==> config.mk <==
export PLATFORM = sky130hd
export DESIGN_NAME = ipv4_packet_classifier_with_match_unit_flat
export DESIGN_NICKNAME = d
export VERILOG_FILES = /design/src/sv/ipcm_pkg.sv /design/src/sv/ipcm_if.sv /design/src/sv/ipcm_front.sv /design/src/sv/ipcm_queue.sv /design/src/sv/ipcm_back.sv /design/src/sv/ipv4_packet_classifier_with_match_unit.sv /design/src/flat_wrapper.sv
export VERILOG_INCLUDE_DIRS = /design/src /design/src/sv
export SDC_FILE = /design/constraint.sdc
export NUM_CORES = 1
export LEC_CHECK = 0
export BUFFER_PORTS_ARGS = -buffer_cell sky130_fd_sc_hd__buf_2
export CAP_MARGIN = 40
export CORE_UTILIZATION = 40
export CTS_CLUSTER_DIAMETER = 30
export DETAILED_ROUTE_END_ITERATION = 10
export GPL_ROUTABILITY_DRIVEN = 0
export PLACE_DENSITY = 0.53
export SLEW_MARGIN = 20
export SYNTH_ARGS = -nofsm -noshare
export SYNTH_HDL_FRONTEND = slang
export SYNTH_SLANG_ARGS = --single-unit
==> constraint.sdc <==
create_clock -name clk -period 11.5 [get_ports clk]
set_input_delay 0.575 -clock clk [delete_from_list [all_inputs] [get_ports clk]]
set_output_delay 0.575 -clock clk [all_outputs]
set_load 0.01 [all_outputs]
==> src/sv/assert_macros.svh <==
// Assertion helpers for the RTL file that carries checks.
// Each macro samples on clk and is disabled while arst_n is low.
`ifndef ASSERT_MACROS_SVH
`define ASSERT_MACROS_SVH

// Same-cycle implication.
`define ASSERT_IMPLIES(label, ante, cons, msg) \
	label: assert property (@(posedge clk) disable iff (!arst_n) (ante) |-> (cons)) \
		else $error(msg);

// Next-cycle implication.
`define ASSERT_NEXT(label, ante, cons, msg) \
	label: assert property (@(posedge clk) disable iff (!arst_n) (ante) |=> (cons)) \
		else $error(msg);

`endif

==> src/sv/ipcm_pkg.sv <==
// Shared types and constants for the IPv4 frame classifier and payload match unit.
// No dependencies; the front end, queue, back end and top file import this package.
`default_nettype none

package ipcm_pkg;

	localparam int ETH_HDR_BYTES  = 14;
	localparam int MIN_HDR_BYTES  = 20;
	localparam int SMALL_L4_BYTES = 8;

	localparam logic [15:0] TYPE_IPV4 = 16'h0800;
	localparam logic [15:0] TYPE_ARP  = 16'h0806;
	localparam logic [7:0]  PROTO_ICMP = 8'd1;
	localparam logic [7:0]  PROTO_TCP  = 8'd6;
	localparam logic [7:0]  PROTO_UDP  = 8'd17;
	localparam logic [7:0]  IHL_MASK   = 8'h0f;
	localparam logic [7:0]  DOFF_MASK  = 8'hf0;
	localparam logic [15:0] POS_MAX    = 16'hffff;

	// byte positions of the header fields within the frame
	localparam logic [15:0] POS_ETYPE_HI = 16'd12;
	localparam logic [15:0] POS_ETYPE_LO = 16'd13;
	localparam logic [15:0] POS_IHL      = 16'd14;
	localparam logic [15:0] POS_TLEN_HI  = 16'd16;
	localparam logic [15:0] POS_TLEN_LO  = 16'd17;
	localparam logic [15:0] POS_PROTO    = 16'd23;
	localparam logic [15:0] POS_TCP_MIN  = 16'd24;
	// TCP data offset sits 12 bytes into the TCP header
	localparam int TCP_DOFF_REL = 12;
	localparam int TCP_NEED_REL = 13;

	typedef enum logic [2:0] {
		CLS_OTHER = 3'd0,
		CLS_ARP   = 3'd1,
		CLS_TCP   = 3'd2,
		CLS_UDP   = 3'd3,
		CLS_ICMP  = 3'd4,
		CLS_IPV4  = 3'd5
	} class_t;

	typedef enum logic [1:0] {
		ERR_NONE    = 2'd0,
		ERR_IP_HDR  = 2'd1,
		ERR_TCP_HDR = 2'd2
	} hdr_err_t;

	typedef enum logic [1:0] {
		REG_PLEN   = 2'd0,
		REG_PWORD0 = 2'd1,
		REG_PWORD1 = 2'd2
	} reg_idx_t;

	typedef struct packed {
		logic [3:0]  pattern_length;
		logic [31:0] pattern_first_word;
		logic [31:0] pattern_second_word;
	} cfg_t;

	// one frame byte with its search flag and, for the last byte, the layout verdict
	typedef struct packed {
		logic [7:0]  data;
		logic        last;
		logic        search;
		class_t      cls;
		hdr_err_t    err;
		logic        truncated;
		logic [7:0]  offset;
		logic [15:0] length;
	} qent_t;

	typedef struct packed {
		class_t      frame_class;
		hdr_err_t    header_error;
		logic        truncated;
		logic [7:0]  payload_offset;
		logic [15:0] payload_length;
		logic        pattern_found;
		logic        frame_pass;
	} verdict_t;

endpackage

`default_nettype wire

==> src/sv/ipcm_if.sv <==
// Stream interfaces for frame bytes in and verdicts out (valid/ready).
// Depends on nothing; field widths follow the block's item formats.
`default_nettype none

interface ipcm_in_if;
	logic       valid;
	logic       ready;
	logic [7:0] frame_byte;
	logic       frame_last;

	modport source (output valid, output frame_byte, output frame_last, input ready);
	modport sink (input valid, input frame_byte, input frame_last, output ready);
endinterface

interface ipcm_out_if;
	logic        valid;
	logic        ready;
	logic [2:0]  frame_class;
	logic [1:0]  header_error;
	logic        truncated;
	logic [7:0]  payload_offset;
	logic [15:0] payload_length;
	logic        pattern_found;
	logic        frame_pass;

	modport source (output valid, output frame_class, output header_error, output truncated,
		output payload_offset, output payload_length, output pattern_found,
		output frame_pass, input ready);
	modport sink (input valid, input frame_class, input header_error, input truncated,
		input payload_offset, input payload_length, input pattern_found,
		input frame_pass, output ready);
endinterface

`default_nettype wire

==> src/sv/ipcm_front.sv <==
// Front end: header parser and layout classifier, one frame byte per cycle while the queue has room.
// Depends on ipcm_pkg; feeds tagged bytes into ipcm_queue.
`default_nettype none

module ipcm_front (
	input  logic            clk,
	input  logic            arst_n,
	input  logic            in_valid,
	input  logic [7:0]      in_byte,
	input  logic            in_last,
	output logic            in_ready,
	output logic            push_valid,
	output ipcm_pkg::qent_t push_data,
	input  logic            push_ready
);
	import ipcm_pkg::*;

	logic [15:0] pos_q, etype_q, tlen_q;
	logic [3:0]  ihl_q, doff_q;
	logic [7:0]  proto_q;

	logic [15:0] etype_n, tlen_n;
	logic [3:0]  ihl_n, doff_n;
	logic [7:0]  proto_n;

	logic        is_ipv4, is_tcp, ihl_ok, good;
	logic [5:0]  sip, tcp_bytes, trans;
	logic [6:0]  hdrs;
	logic [7:0]  doff_pos, off_full, off;
	logic [15:0] len_full, len;
	logic [16:0] need, end_excl, length;
	class_t      cls;
	hdr_err_t    err;
	logic        accept;

	assign accept     = in_valid && in_ready;
	assign in_ready   = push_ready;
	assign push_valid = in_valid;

	always_comb begin
		etype_n = etype_q;
		tlen_n  = tlen_q;
		ihl_n   = ihl_q;
		proto_n = proto_q;
		doff_n  = doff_q;
		case (pos_q)
			POS_ETYPE_HI: etype_n[15:8] = in_byte;
			POS_ETYPE_LO: etype_n[7:0] = in_byte;
			POS_IHL:      ihl_n = 4'(in_byte & IHL_MASK);
			POS_TLEN_HI:  tlen_n[15:8] = in_byte;
			POS_TLEN_LO:  tlen_n[7:0] = in_byte;
			POS_PROTO:    proto_n = in_byte;
			default:      ;
		endcase

		is_ipv4  = etype_n == TYPE_IPV4;
		is_tcp   = proto_n == PROTO_TCP;
		sip      = {ihl_n, 2'b00};
		ihl_ok   = sip >= 6'(MIN_HDR_BYTES);
		doff_pos = 8'(ETH_HDR_BYTES) + {2'b00, sip} + 8'(TCP_DOFF_REL);
		if (is_ipv4 && is_tcp && ihl_ok && pos_q >= POS_TCP_MIN &&
				pos_q == {8'b0, doff_pos})
			doff_n = 4'((in_byte & DOFF_MASK) >> 4);

		tcp_bytes = {doff_n, 2'b00};
		if (etype_n == TYPE_ARP)
			cls = CLS_ARP;
		else if (!is_ipv4)
			cls = CLS_OTHER;
		else if (is_tcp)
			cls = CLS_TCP;
		else if (proto_n == PROTO_UDP)
			cls = CLS_UDP;
		else if (proto_n == PROTO_ICMP)
			cls = CLS_ICMP;
		else
			cls = CLS_IPV4;

		case (cls)
			CLS_TCP:          trans = tcp_bytes;
			CLS_UDP, CLS_ICMP: trans = 6'(SMALL_L4_BYTES);
			default:          trans = '0;
		endcase

		if (is_ipv4 && !ihl_ok)
			err = ERR_IP_HDR;
		else if (is_ipv4 && is_tcp && tcp_bytes < 6'(MIN_HDR_BYTES))
			err = ERR_TCP_HDR;
		else
			err = ERR_NONE;

		hdrs     = {1'b0, sip} + {1'b0, trans};
		off_full = 8'(ETH_HDR_BYTES) + {1'b0, hdrs};
		len_full = (tlen_n > {9'b0, hdrs}) ? tlen_n - {9'b0, hdrs} : '0;
		good     = is_ipv4 && err == ERR_NONE;
		off      = good ? off_full : '0;
		len      = good ? len_full : '0;
		end_excl = {9'b0, off} + {1'b0, len};

		if (!is_ipv4)
			need = 17'(ETH_HDR_BYTES);
		else if (err == ERR_IP_HDR)
			need = 17'(ETH_HDR_BYTES + 1);
		else if (err == ERR_TCP_HDR)
			need = 17'(ETH_HDR_BYTES) + {11'b0, sip} + 17'(TCP_NEED_REL);
		else
			need = end_excl;

		length = {1'b0, pos_q} + 17'd1;

		push_data.data   = in_byte;
		push_data.last   = in_last;
		push_data.search = good && pos_q != POS_MAX && pos_q >= {8'b0, off} &&
			{1'b0, pos_q} < end_excl;
		if (length < 17'(ETH_HDR_BYTES)) begin
			push_data.cls       = CLS_OTHER;
			push_data.err       = ERR_NONE;
			push_data.offset    = '0;
			push_data.length    = '0;
			push_data.truncated = 1'b1;
		end else begin
			push_data.cls       = cls;
			push_data.err       = err;
			push_data.offset    = off;
			push_data.length    = len;
			push_data.truncated = length < need;
		end
	end

	always_ff @(posedge clk or negedge arst_n) begin
		if (!arst_n) begin
			pos_q   <= '0;
			etype_q <= '0;
			tlen_q  <= '0;
			ihl_q   <= '0;
			proto_q <= '0;
			doff_q  <= '0;
		end else if (accept) begin
			if (in_last) begin
				pos_q   <= '0;
				etype_q <= '0;
				tlen_q  <= '0;
				ihl_q   <= '0;
				proto_q <= '0;
				doff_q  <= '0;
			end else begin
				pos_q   <= (pos_q == POS_MAX) ? pos_q : pos_q + 16'd1;
				etype_q <= etype_n;
				tlen_q  <= tlen_n;
				ihl_q   <= ihl_n;
				proto_q <= proto_n;
				doff_q  <= doff_n;
			end
		end
	end

endmodule

`default_nettype wire

==> src/sv/ipcm_queue.sv <==
// Short register FIFO between the parser front end and the match back end.
// Depends on ipcm_pkg for the entry type.
`default_nettype none

module ipcm_queue #(
	parameter int DEPTH = 4
) (
	input  logic            clk,
	input  logic            arst_n,
	input  logic            push_valid,
	input  ipcm_pkg::qent_t push_data,
	output logic            push_ready,
	output logic            pop_valid,
	output ipcm_pkg::qent_t pop_data,
	input  logic            pop_ready
);
	import ipcm_pkg::*;

	localparam int AW = $clog2(DEPTH);
	localparam int CW = $clog2(DEPTH + 1);

	qent_t          mem_q [DEPTH];
	logic [AW-1:0]  wr_q, rd_q;
	logic [CW-1:0]  count_q;
	logic           push, pop;

	assign push_ready = count_q != CW'(DEPTH);
	assign pop_valid  = count_q != '0;
	assign pop_data   = mem_q[rd_q];
	assign push       = push_valid && push_ready;
	assign pop        = pop_valid && pop_ready;

	always_ff @(posedge clk) begin
		if (push)
			mem_q[wr_q] <= push_data;
	end

	always_ff @(posedge clk or negedge arst_n) begin
		if (!arst_n) begin
			wr_q    <= '0;
			rd_q    <= '0;
			count_q <= '0;
		end else begin
			if (push)
				wr_q <= (wr_q == AW'(DEPTH - 1)) ? '0 : wr_q + 1'b1;
			if (pop)
				rd_q <= (rd_q == AW'(DEPTH - 1)) ? '0 : rd_q + 1'b1;
			case ({push, pop})
				2'b10:   count_q <= count_q + 1'b1;
				2'b01:   count_q <= count_q - 1'b1;
				default: count_q <= count_q;
			endcase
		end
	end

endmodule

`default_nettype wire

==> src/sv/ipcm_back.sv <==
// Back end: sliding-window pattern match over payload bytes and verdict register.
// Depends on ipcm_pkg; drains ipcm_queue.
`default_nettype none

module ipcm_back #(
	parameter int MAX_PATTERN_BYTES = 8
) (
	input  logic              clk,
	input  logic              arst_n,
	input  logic              q_valid,
	input  ipcm_pkg::qent_t   q_data,
	output logic              q_ready,
	input  ipcm_pkg::cfg_t    cfg,
	output logic              out_valid,
	output ipcm_pkg::verdict_t out_data,
	input  logic              out_ready
);
	import ipcm_pkg::*;

	localparam int WIN_W = 8 * MAX_PATTERN_BYTES;
	localparam int CNT_W = $clog2(MAX_PATTERN_BYTES + 1);

	logic [WIN_W-1:0] recent_q, recent_n;
	logic [CNT_W-1:0] seen_q, seen_n, plen;
	logic             zero_q, match_q;
	logic             pop, do_search, is_zero, hit, match_now, filtering, found;
	logic [7:0]       pat [8];
	logic [3:0]       pidx;

	assign q_ready   = !q_data.last || !out_valid || out_ready;
	assign pop       = q_valid && q_ready;
	assign do_search = pop && q_data.search && !zero_q;
	assign is_zero   = q_data.data == 8'd0;
	assign filtering = cfg.pattern_length != 4'd0;

	always_comb begin
		for (int i = 0; i < 4; i++) begin
			pat[i]     = cfg.pattern_first_word[8*i +: 8];
			pat[i + 4] = cfg.pattern_second_word[8*i +: 8];
		end
		plen = (cfg.pattern_length > 4'(MAX_PATTERN_BYTES)) ?
			CNT_W'(MAX_PATTERN_BYTES) : cfg.pattern_length[CNT_W-1:0];
		recent_n = WIN_W'({recent_q, q_data.data});
		seen_n   = (seen_q == CNT_W'(MAX_PATTERN_BYTES)) ? seen_q : seen_q + 1'b1;
		// window byte k (k = 0 newest) must equal pattern byte plen-1-k
		hit = plen != '0 && seen_n >= plen;
		for (int k = 0; k < MAX_PATTERN_BYTES; k++) begin
			pidx = 4'(plen) - 4'd1 - 4'(k);
			if (CNT_W'(k) < plen && recent_n[8*k +: 8] != pat[pidx[2:0]])
				hit = 1'b0;
		end
		match_now = match_q || (do_search && !is_zero && hit);
		found = filtering && match_now && !q_data.truncated &&
			q_data.cls >= CLS_TCP && q_data.err == ERR_NONE;
	end

	always_ff @(posedge clk or negedge arst_n) begin
		if (!arst_n) begin
			recent_q  <= '0;
			seen_q    <= '0;
			zero_q    <= 1'b0;
			match_q   <= 1'b0;
			out_valid <= 1'b0;
		end else begin
			if (pop && q_data.last) begin
				recent_q  <= '0;
				seen_q    <= '0;
				zero_q    <= 1'b0;
				match_q   <= 1'b0;
				out_valid <= 1'b1;
			end else begin
				if (out_ready)
					out_valid <= 1'b0;
				if (do_search) begin
					if (is_zero) begin
						zero_q <= 1'b1;
					end else begin
						recent_q <= recent_n;
						seen_q   <= seen_n;
						if (hit)
							match_q <= 1'b1;
					end
				end
			end
		end
	end

	always_ff @(posedge clk) begin
		if (pop && q_data.last) begin
			out_data.frame_class    <= q_data.cls;
			out_data.header_error   <= q_data.err;
			out_data.truncated      <= q_data.truncated;
			out_data.payload_offset <= q_data.offset;
			out_data.payload_length <= q_data.length;
			out_data.pattern_found  <= found;
			out_data.frame_pass     <= !filtering || found;
		end
	end

endmodule

`default_nettype wire

==> src/sv/ipv4_packet_classifier_with_match_unit.sv <==
// A frame's last byte passes through the FIFO; its pop loads the verdict register.
// Throughput: one frame byte per cycle while the FIFO has room; parser and match
// engine are parted by a QUEUE_DEPTH-entry FIFO that absorbs verdict stalls.
// Reset: arst_n asynchronous, active low; clears pattern registers, parser state,
// FIFO pointers and the verdict valid. No clearing pass.
`default_nettype none
`include "assert_macros.svh"

module ipv4_packet_classifier_with_match_unit #(
	parameter int MAX_PATTERN_BYTES = 8,
	parameter int QUEUE_DEPTH       = 4
) (
	input  logic        clk,
	input  logic        arst_n,
	ipcm_in_if.sink     frame,
	ipcm_out_if.source  verdict,
	input  logic        psel,
	input  logic        penable,
	input  logic        pwrite,
	input  logic [3:0]  paddr,
	input  logic [31:0] pwdata,
	output logic [31:0] prdata,
	output logic        pready
);
	import ipcm_pkg::*;

	cfg_t     cfg_q;
	reg_idx_t reg_idx;
	logic     cfg_wr;

	logic     push_valid, push_ready;
	qent_t    push_data;
	logic     q_valid, q_ready;
	qent_t    q_data;
	logic     out_valid;
	verdict_t out_data;

	// register map
	assign pready  = 1'b1;
	assign reg_idx = reg_idx_t'(paddr[3:2]);
	assign cfg_wr  = psel && penable && pwrite && pready;

	always_comb begin
		case (reg_idx)
			REG_PLEN:   prdata = {28'b0, cfg_q.pattern_length};
			REG_PWORD0: prdata = cfg_q.pattern_first_word;
			REG_PWORD1: prdata = cfg_q.pattern_second_word;
			default:    prdata = '0;
		endcase
	end

	always_ff @(posedge clk or negedge arst_n) begin
		if (!arst_n) begin
			cfg_q <= '0;
		end else if (cfg_wr) begin
			case (reg_idx)
				REG_PLEN:   cfg_q.pattern_length <= pwdata[3:0];
				REG_PWORD0: cfg_q.pattern_first_word <= pwdata;
				REG_PWORD1: cfg_q.pattern_second_word <= pwdata;
				default:    ;
			endcase
		end
	end

	ipcm_front u_front (
		.clk        (clk),
		.arst_n     (arst_n),
		.in_valid   (frame.valid),
		.in_byte    (frame.frame_byte),
		.in_last    (frame.frame_last),
		.in_ready   (frame.ready),
		.push_valid (push_valid),
		.push_data  (push_data),
		.push_ready (push_ready)
	);

	ipcm_queue #(
		.DEPTH (QUEUE_DEPTH)
	) u_queue (
		.clk        (clk),
		.arst_n     (arst_n),
		.push_valid (push_valid),
		.push_data  (push_data),
		.push_ready (push_ready),
		.pop_valid  (q_valid),
		.pop_data   (q_data),
		.pop_ready  (q_ready)
	);

	ipcm_back #(
		.MAX_PATTERN_BYTES (MAX_PATTERN_BYTES)
	) u_back (
		.clk       (clk),
		.arst_n    (arst_n),
		.q_valid   (q_valid),
		.q_data    (q_data),
		.q_ready   (q_ready),
		.cfg       (cfg_q),
		.out_valid (out_valid),
		.out_data  (out_data),
		.out_ready (verdict.ready)
	);

	assign verdict.valid          = out_valid;
	assign verdict.frame_class    = out_data.frame_class;
	assign verdict.header_error   = out_data.header_error;
	assign verdict.truncated      = out_data.truncated;
	assign verdict.payload_offset = out_data.payload_offset;
	assign verdict.payload_length = out_data.payload_length;
	assign verdict.pattern_found  = out_data.pattern_found;
	assign verdict.frame_pass     = out_data.frame_pass;

	`ASSERT_NEXT(a_verdict_load, q_valid && q_ready && q_data.last, verdict.valid, "last byte popped but no verdict")
	`ASSERT_IMPLIES(a_pass_unfiltered, verdict.valid && cfg_q.pattern_length == 4'd0, verdict.frame_pass && !verdict.pattern_found, "filtering off but frame rejected")
	`ASSERT_IMPLIES(a_found_clean, verdict.valid && verdict.pattern_found, !verdict.truncated && verdict.header_error == ERR_NONE && verdict.frame_class >= CLS_TCP, "match on bad frame")
	`ASSERT_IMPLIES(a_len_needs_hdr, verdict.valid && verdict.payload_length != 16'd0, verdict.header_error == ERR_NONE && verdict.payload_offset != 8'd0, "payload length without valid header")

endmodule

`default_nettype wire
==> src/flat_wrapper.sv <==
// flat-port wrapper written by rule: the top's interface ports become plain ports
module ipv4_packet_classifier_with_match_unit_flat import ipcm_pkg::*;
#(
	parameter int MAX_PATTERN_BYTES = 8,
	parameter int QUEUE_DEPTH       = 4
)
  (clk, arst_n, psel, penable, pwrite, paddr, pwdata, prdata, pready, frame_valid, frame_frame_byte, frame_frame_last, frame_ready, verdict_valid, verdict_frame_class, verdict_header_error, verdict_truncated, verdict_payload_offset, verdict_payload_length, verdict_pattern_found, verdict_frame_pass, verdict_ready);
  ipcm_in_if frame_i ();
  ipcm_out_if verdict_i ();
  input  logic clk;
  input  logic arst_n;
  input  logic psel;
  input  logic penable;
  input  logic pwrite;
  input  logic [3:0] paddr;
  input  logic [31:0] pwdata;
  output logic [31:0] prdata;
  output logic pready;
  input wire logic [$bits(frame_i.valid)-1:0] frame_valid;
  input wire logic [$bits(frame_i.frame_byte)-1:0] frame_frame_byte;
  input wire logic [$bits(frame_i.frame_last)-1:0] frame_frame_last;
  output wire logic [$bits(frame_i.ready)-1:0] frame_ready;
  output wire logic [$bits(verdict_i.valid)-1:0] verdict_valid;
  output wire logic [$bits(verdict_i.frame_class)-1:0] verdict_frame_class;
  output wire logic [$bits(verdict_i.header_error)-1:0] verdict_header_error;
  output wire logic [$bits(verdict_i.truncated)-1:0] verdict_truncated;
  output wire logic [$bits(verdict_i.payload_offset)-1:0] verdict_payload_offset;
  output wire logic [$bits(verdict_i.payload_length)-1:0] verdict_payload_length;
  output wire logic [$bits(verdict_i.pattern_found)-1:0] verdict_pattern_found;
  output wire logic [$bits(verdict_i.frame_pass)-1:0] verdict_frame_pass;
  input wire logic [$bits(verdict_i.ready)-1:0] verdict_ready;
  assign frame_i.valid = frame_valid;
  assign frame_i.frame_byte = frame_frame_byte;
  assign frame_i.frame_last = frame_frame_last;
  assign frame_ready = frame_i.ready;
  assign verdict_valid = verdict_i.valid;
  assign verdict_frame_class = verdict_i.frame_class;
  assign verdict_header_error = verdict_i.header_error;
  assign verdict_truncated = verdict_i.truncated;
  assign verdict_payload_offset = verdict_i.payload_offset;
  assign verdict_payload_length = verdict_i.payload_length;
  assign verdict_pattern_found = verdict_i.pattern_found;
  assign verdict_frame_pass = verdict_i.frame_pass;
  assign verdict_i.ready = verdict_ready;
  ipv4_packet_classifier_with_match_unit #(.MAX_PATTERN_BYTES(MAX_PATTERN_BYTES), .QUEUE_DEPTH(QUEUE_DEPTH)) u_core (.clk(clk), .arst_n(arst_n), .frame(frame_i), .verdict(verdict_i), .psel(psel), .penable(penable), .pwrite(pwrite), .paddr(paddr), .pwdata(pwdata), .prdata(prdata), .pready(pready));
endmodule
==> results.cfg, run 1 <==
[run_status]
status = completed

[drt]
routed_via_density = 5.65
num_vias = 16600
drt_wl_total_um = 65300
postRouteAntennaNets = 0
drc = 0
drtPass1Iterations = 7
routedWlPerCell_um = 22.2
drt_iter0_markers = 1140

[global_route]
grt_pass1_wl_um = 101000
grt_remaining_overflow = 0
grt_pass1_vias = 16800
antenna_found_initial = 3
grt_max_degree = 81
grt.total_usage = 0.234

[pwr]
ir_worst_vdd_uv = 156
power_density_nw_per_um2 = 259
seq_power_share = 0.293
p_clk_frac = 0.405
p_leak_nw = 11.2
swShare = 0.337
p_int_w = 0.00467
p_sw_w = 0.00237
pwr-share-comb = 0.302
design_power_total_w = 0.00704

[synthesis]
synth_top_area_share = 0.252
synthTopCellsByArea = edfxtp_1 25%, dfrtp_1 23%, mux4_2 7.7%
synth-main-ff-cell = dfrtp_1
synth_async_sr_flop_share = 0.519
syn_area_um2 = 22300
synthCells = 1975
yosys_warnings = 0
synth_seq_cells = 389
syn_avg_cell_area_um2 = 11.3
synth.distinct_cells = 74
yosys.area.top_type = edfxtp_1
syn-num-nets = 2105
yosysSeqAreaShare = 0.479
synth-edff-count = 187

[cells_and_area]
nets = 2243
syn_to_final_growth_pct = 21.9
final_cell_mix = 251 x nand2_1, 200 x dfrtp_1, 187 x edfxtp_1
mostFrequentLayoutCell = nand2_1
nFillCells = 4924
drive_above_1_share = 0.235
fin_area_um2 = 27200

[die]
core_area_um2 = 55100
rows = 86
start_util = 0.404
io_pins = 119
die_w_um = 238
die_y_um = 238
die_area_um2 = 56700

[clock_tree]
htreeDepth = 3
cts_root_buf = clkbuf_16
cts_sinks = 389
cts_made_buffers = 96
insertion_delay_ps = 630
path_clk_slew_ps = 40
tritoncts = done
clk_path_buf_depth = 3

[job]
cap_viol_max_count = 0

[setup_path]
crit_fanout = 9
critical_path_class = reg -> reg
arrival_ps = 10910
slowest_stage = or4_4
startpoint_type = flip-flop
max_stage_delay_ps = 630
crit_path_end_kind = flip-flop
cp_data_required_time_ps = 11890
crit_top_cell = nor2_1

[place]
io_buffers = 114
dp_hpwl_um = 46600
place_area_um2 = 23700

[timing]
hold_viol = 0
grt_setup_unrepaired = no
worst_slew_pin_slew_ps = 876
fin_setup_tns_ps = 0
timing.fmax_mhz = 95.1
final-setup-viol-count = 0
relSlewSlack = 0.411
drv_slew = 0
finClkSkew_ps = 26.2
min_period_ps = 10520
finalCritPeriodShare = 0.915

[min_path]
hp-class = in -> async
[power groups by stage]
stage / combinational (W) / sequential (W) / clock, W
floorplan: 0.00152 / 0.00199 / 0
global placement: 0.00211 / 0.00207 / 0
detailed placement: 0.00214 / 0.00209 / 0
CTS: 0.00215 / 0.00207 / 0.00289
global route: 0.00232 / 0.00210 / 0.00296
finish: 0.00213 / 0.00206 / 0.00285
[what timing repair did]
action | 4_1_cts | 5_1_grt
hold buffers | 0 | 0
setup endpoints to repair | 0 | 6
buffers inserted | 0 | 3
gates resized for setup | 0 | 2
[layer usage]
layer	GRT usage	routed length (um)
met4	0.0886	2140
met1	0.321	29400
met2	0.364	30200
met3	0.0502	3530
met5	0	16
[through the flow]
stage	std cells	hold slack [ps]	setup WS, ps	utilization
after floorplan	1975	279	2110	-
after global routing	2942	36.6	7.91	0.493
after detailed placement	2760	467	820	0.430
final	2943	2.86	982	0.493
after CTS	2938	4.16	742	0.492
after global placement	2757	456	970	0.429
[synthesized netlist by cell type, types with 11 or more instances]
| cell | n |
|---|---|
| edfxtp_1 | 187 |
| nand2b_1 | 29 |
| inv_1 | 55 |
| a22o_1 | 42 |
| nor3_1 | 32 |
| a211oi_1 | 11 |
| nor2_1 | 92 |
| xnor2_1 | 56 |
| buf_2 | 12 |
| mux2i_1 | 95 |
| ha_1 | 74 |
| a21o_1 | 23 |
| mux4_2 | 76 |
| and3_1 | 23 |
| mux2_2 | 86 |
| nor2b_1 | 12 |
| a21oi_1 | 99 |
| or3_1 | 15 |
| o21ai_0 | 106 |
| nand3_1 | 44 |
| clkbuf_1 | 74 |
| nor4_1 | 22 |
| o21ai_1 | 11 |
| a221oi_1 | 11 |
| a31oi_1 | 11 |
| dfrtp_1 | 202 |
| nand2_1 | 251 |
| a22oi_1 | 11 |
| nand4_1 | 15 |
| xor2_1 | 69 |
| buf_1 | 19 |
[flip-flops by register name (all words and copies together), names as in the netlist, 2 cells and up]
signal                  count
u_core.cfg_q               68
u_core.u_back.out_data     31
u_core.u_back.recent_q     56
u_core.u_back.seen_q        4
u_core.u_front.doff_q       4
u_core.u_front.etype_q     16
u_core.u_front.ihl_q        4
u_core.u_front.pos_q       16
u_core.u_front.proto_q      8
u_core.u_front.tlen_q      16
u_core.u_queue.count_q      3
u_core.u_queue.mem_q      156
u_core.u_queue.rd_q         2
u_core.u_queue.wr_q         2
[logic make-up (layout without fill, tap and decap cells)]
logic type | count (synthesis) | after routing | synth area share
AND/OR/NAND/NOR | 584 | 584 | 0.126
adder cells (fa/ha/maj) | 78 | 78 | 0.0451
multiplexers | 258 | 258 | 0.164
flip-flops | 389 | 389 | 0.479
other | 2 | 4 | 0.000337
buffers and inverters | 166 | 384 | 0.0295
AO/OA/AOI/OAI | 370 | 370 | 0.104
XOR/XNOR | 128 | 128 | 0.0519
[worst paths after layout]
| check | startpoint | end | slack [ps] | depth (start not counted) |
|---|---|---|---|---|
| max | u_core.u_front.pos_q[9] | u_core.u_queue.mem_q[1][30] | 980 | 47 |
| min | arst_n | u_core.cfg_q[8] | 3 | 1 |
| max reg2reg | u_core.u_front.pos_q[9] | u_core.u_queue.mem_q[1][30] | 980 | 47 |
| min reg2reg | u_core.u_front.proto_q[6] | u_core.u_front.proto_q[6] | 470 | 2 |
| max in group asynchronous | arst_n | u_core.u_queue.rd_q[0] | 10220 | 2 |
| min in group clk | pwdata[8] | u_core.cfg_q[8] | 200 | 2 |
[worst max-delay path: cells and delay by family (launching register included)]
kind            cells  cell delay, ps
compound gates     18            3580
xor+xnor            3             450
fa+ha+maj           5            1710
buf+inv             3             360
mux                 2             510
flops               1             490
simple gates       16            3150
[final cells by class]
type	instances	area [um^2]	area share
diodes	2	5.00	0.000184
clock buffers	118	2610	0.0960
clock inverters	60	848	0.0312
inverters	56	210	0.00774
multi-input cells	1420	11000	0.406
flip-flops and latches	389	10700	0.393
well taps	748	936	0.0345
repair buffers	150	867	0.0319
(Power assumes the default switching activity.)
==> run 2: changes to the inputs <==
CORE_UTILIZATION = 43   (was 40)
PLACE_DENSITY = 0.56   (was 0.53)
==> run 2 against run 1 <==
Flip-flop and latch count did not move. Highest routed layer unchanged. Sequential power barely moved. Die area fell by 6.9%. Clock skew fell by 0.90 ps. Total power fell by 3.3%. Largest cell class unchanged. Sequential share of layout area rose by 0.49 points. First-iteration DRC count rose by 38%. Non-clock buffer count rose by 7. Register-to-register slack improved by 40 ps. Largest power group unchanged. Worst hold slack improved by 220 ps.
==> results.cfg, run 2 (same netlist as run 1, synthesis figures left out) <==
[die]
die_y_um = 230
core_area_um2 = 51300
start_util = 0.434
rows = 83
die_area_um2 = 52700
die_w_um = 230
io_pins = 119

[cells_and_area]
syn_to_final_growth_pct = 20.4
top_regs = u_core.u_queue.mem_q (156), u_core.cfg_q (68), u_core.u_back.recent_q (56)
nets = 2244
largest_register_ffs = 156
antenna_cells = 0
mostFrequentLayoutCell = nand2_1
final_cell_mix = 251 x nand2_1, 200 x dfrtp_1, 187 x edfxtp_1
top_register = u_core.u_queue.mem_q
fin_area_um2 = 26800
drive_above_1_share = 0.231

[timing]
finClkSkew_ps = 25.3
final-setup-viol-count = 0
drv_slew = 0
hold_viol = 0
finalCritPeriodShare = 0.911
min_period_ps = 10480
worst_slew_pin_slew_ps = 914
relSlewSlack = 0.373
timing.fmax_mhz = 95.4

[setup_path]
setup.worst_path.end = u_core.u_queue.mem_q[2][30]
startpoint_type = flip-flop
critical_path_class = reg -> reg
reg2reg_depth = 48
cp_data_required_time_ps = 11890
r2r_start = u_core.u_front.pos_q[9]
crit_fanout = 13
arrival_ps = 10870
crit_top_cell = nor2_1
r2r_slack_ps = 1020
startpoint = u_core.u_front.pos_q[9]
crit_path_end_kind = flip-flop
slowest_stage = or4_4
r2r_end = u_core.u_queue.mem_q[2][30]
max_stage_delay_ps = 630

[pwr]
swShare = 0.344
p_int_w = 0.00447
p_clk_frac = 0.374
ir_worst_vdd_uv = 184
design_power_total_w = 0.00681
seq_power_share = 0.299
p_leak_nw = 11.1
pwr-share-comb = 0.327
power_density_nw_per_um2 = 254
p_sw_w = 0.00234

[drt]
routedWlPerCell_um = 22.5
drt_iter0_markers = 1577
drc = 0
num_vias = 16700
postRouteAntennaNets = 0
drtPass1Iterations = 5
routed_via_density = 5.85
drt_wl_total_um = 64400

[clock_tree]
cts_root_buf = clkbuf_16
insertion_delay_ps = 620
htreeDepth = 3
cts_sinks = 389
path_clk_slew_ps = 50
clk_path_buf_depth = 3
cts_made_buffers = 90
tritoncts = done

[place]
dp_hpwl_um = 45600
place_area_um2 = 23600
io_buffers = 114

[min_path]
hp-class = in -> reg
holdPathStages = 2

[global_route]
antenna_found_initial = 2
grt_remaining_overflow = 0
grt_pass1_vias = 16700
grt_max_degree = 74
grt_pass1_wl_um = 99900
grt.total_usage = 0.248

[job]
cap_viol_max_count = 0

[run_status]
status = completed
[run 2: changes by cell type in the layout (fill, tap and decap cells not counted), sizes merged]
cell | previous run | this run
clkinv | 29 | 22
clkinvlp | 9 | 10
clkbuf | 119 | 111
bufinv | 17 | 12
buf | 149 | 155
inv | 61 | 64
dlygate4sd3 | 0 | 1
diode | 2 | 0
[run 2: area by class of cell]
cell class,instances,area (um^2)
fill,4471,24500
multi-input combinational,1420,11000
timing repair buffer,157,1000
tap,680,851
clock inverter,52,653
sequential,389,10700
inverter,56,210
clock buffer,110,2420
[run 2: worst min-delay path by stage]
stage	startpoint	to	slack (ps)
5_1_grt	pwdata[21]	u_core.cfg_q[53]	200
6_report	pwdata[5]	u_core.cfg_q[37]	220
3_5_place_dp	u_core.u_front.proto_q[5]	u_core.u_front.proto_q[5]	460
4_1_cts	pwdata[5]	u_core.cfg_q[37]	180
2_1_floorplan	arst_n	u_core.cfg_q[0]	280
3_3_place_gp	u_core.u_front.etype_q[11]	u_core.u_front.etype_q[11]	450
[run 2: worst max-delay path, delay by kind of cell (launching register included)]
family / cells / cell delay (ps)
XOR/XNOR: 3 / 620
multiplexers: 2 / 500
AO/OA/AOI/OAI: 18 / 3410
buffers and inverters: 4 / 590
AND/OR/NAND/NOR: 16 / 3050
adder cells (fa/ha/maj): 5 / 1580
flip-flops: 1 / 480
[run 2: power groups by stage]
stage / Sequential (W) / Combinational [W] / Clock (W)
6_report: 0.00204 / 0.00222 / 0.00255
5_1_grt: 0.00207 / 0.00240 / 0.00267
4_1_cts: 0.00204 / 0.00219 / 0.00260
3_5_place_dp: 0.00206 / 0.00217 / 0
3_3_place_gp: 0.00205 / 0.00214 / 0
2_1_floorplan: 0.00199 / 0.00152 / 0
[run 2: through the flow]
| step | hold WS (ps) | setup TNS (ps) | util | setup slack (ps) | instances |
|---|---|---|---|---|---|
| global placement | 454 | 0 | 0.458 | 880 | 2686 |
| floorplan | 279 | 0 | - | 2110 | 1975 |
| finish | 221 | 0 | 0.523 | 1020 | 2864 |
| global route | 202 | -2.43 | 0.523 | -1.28 | 2864 |
| detailed placement | 465 | 0 | 0.460 | 720 | 2692 |
| CTS | 182 | 0 | 0.520 | 600 | 2855 |
[run 2: timing repair]
action,in CTS,in global routing
gates resized for setup,0,3
hold endpoints to repair,33,0
endpoints found under the setup margin,0,8
setup buffers,0,3
hold buffers,1,0
[run 2: routing by layer]
| layer | vias to the layer above | track usage | share of wire |
|---|---|---|---|
| li1 | 7631 | - | - |
| met1 | 8374 | 0.358 | 0.45 |
| met2 | 634 | 0.365 | 0.44 |
| met3 | 99 | 0.0613 | 0.083 |
| met4 | 4 | 0.0798 | 0.020 |
| met5 | - | 0 | 0.00042 |
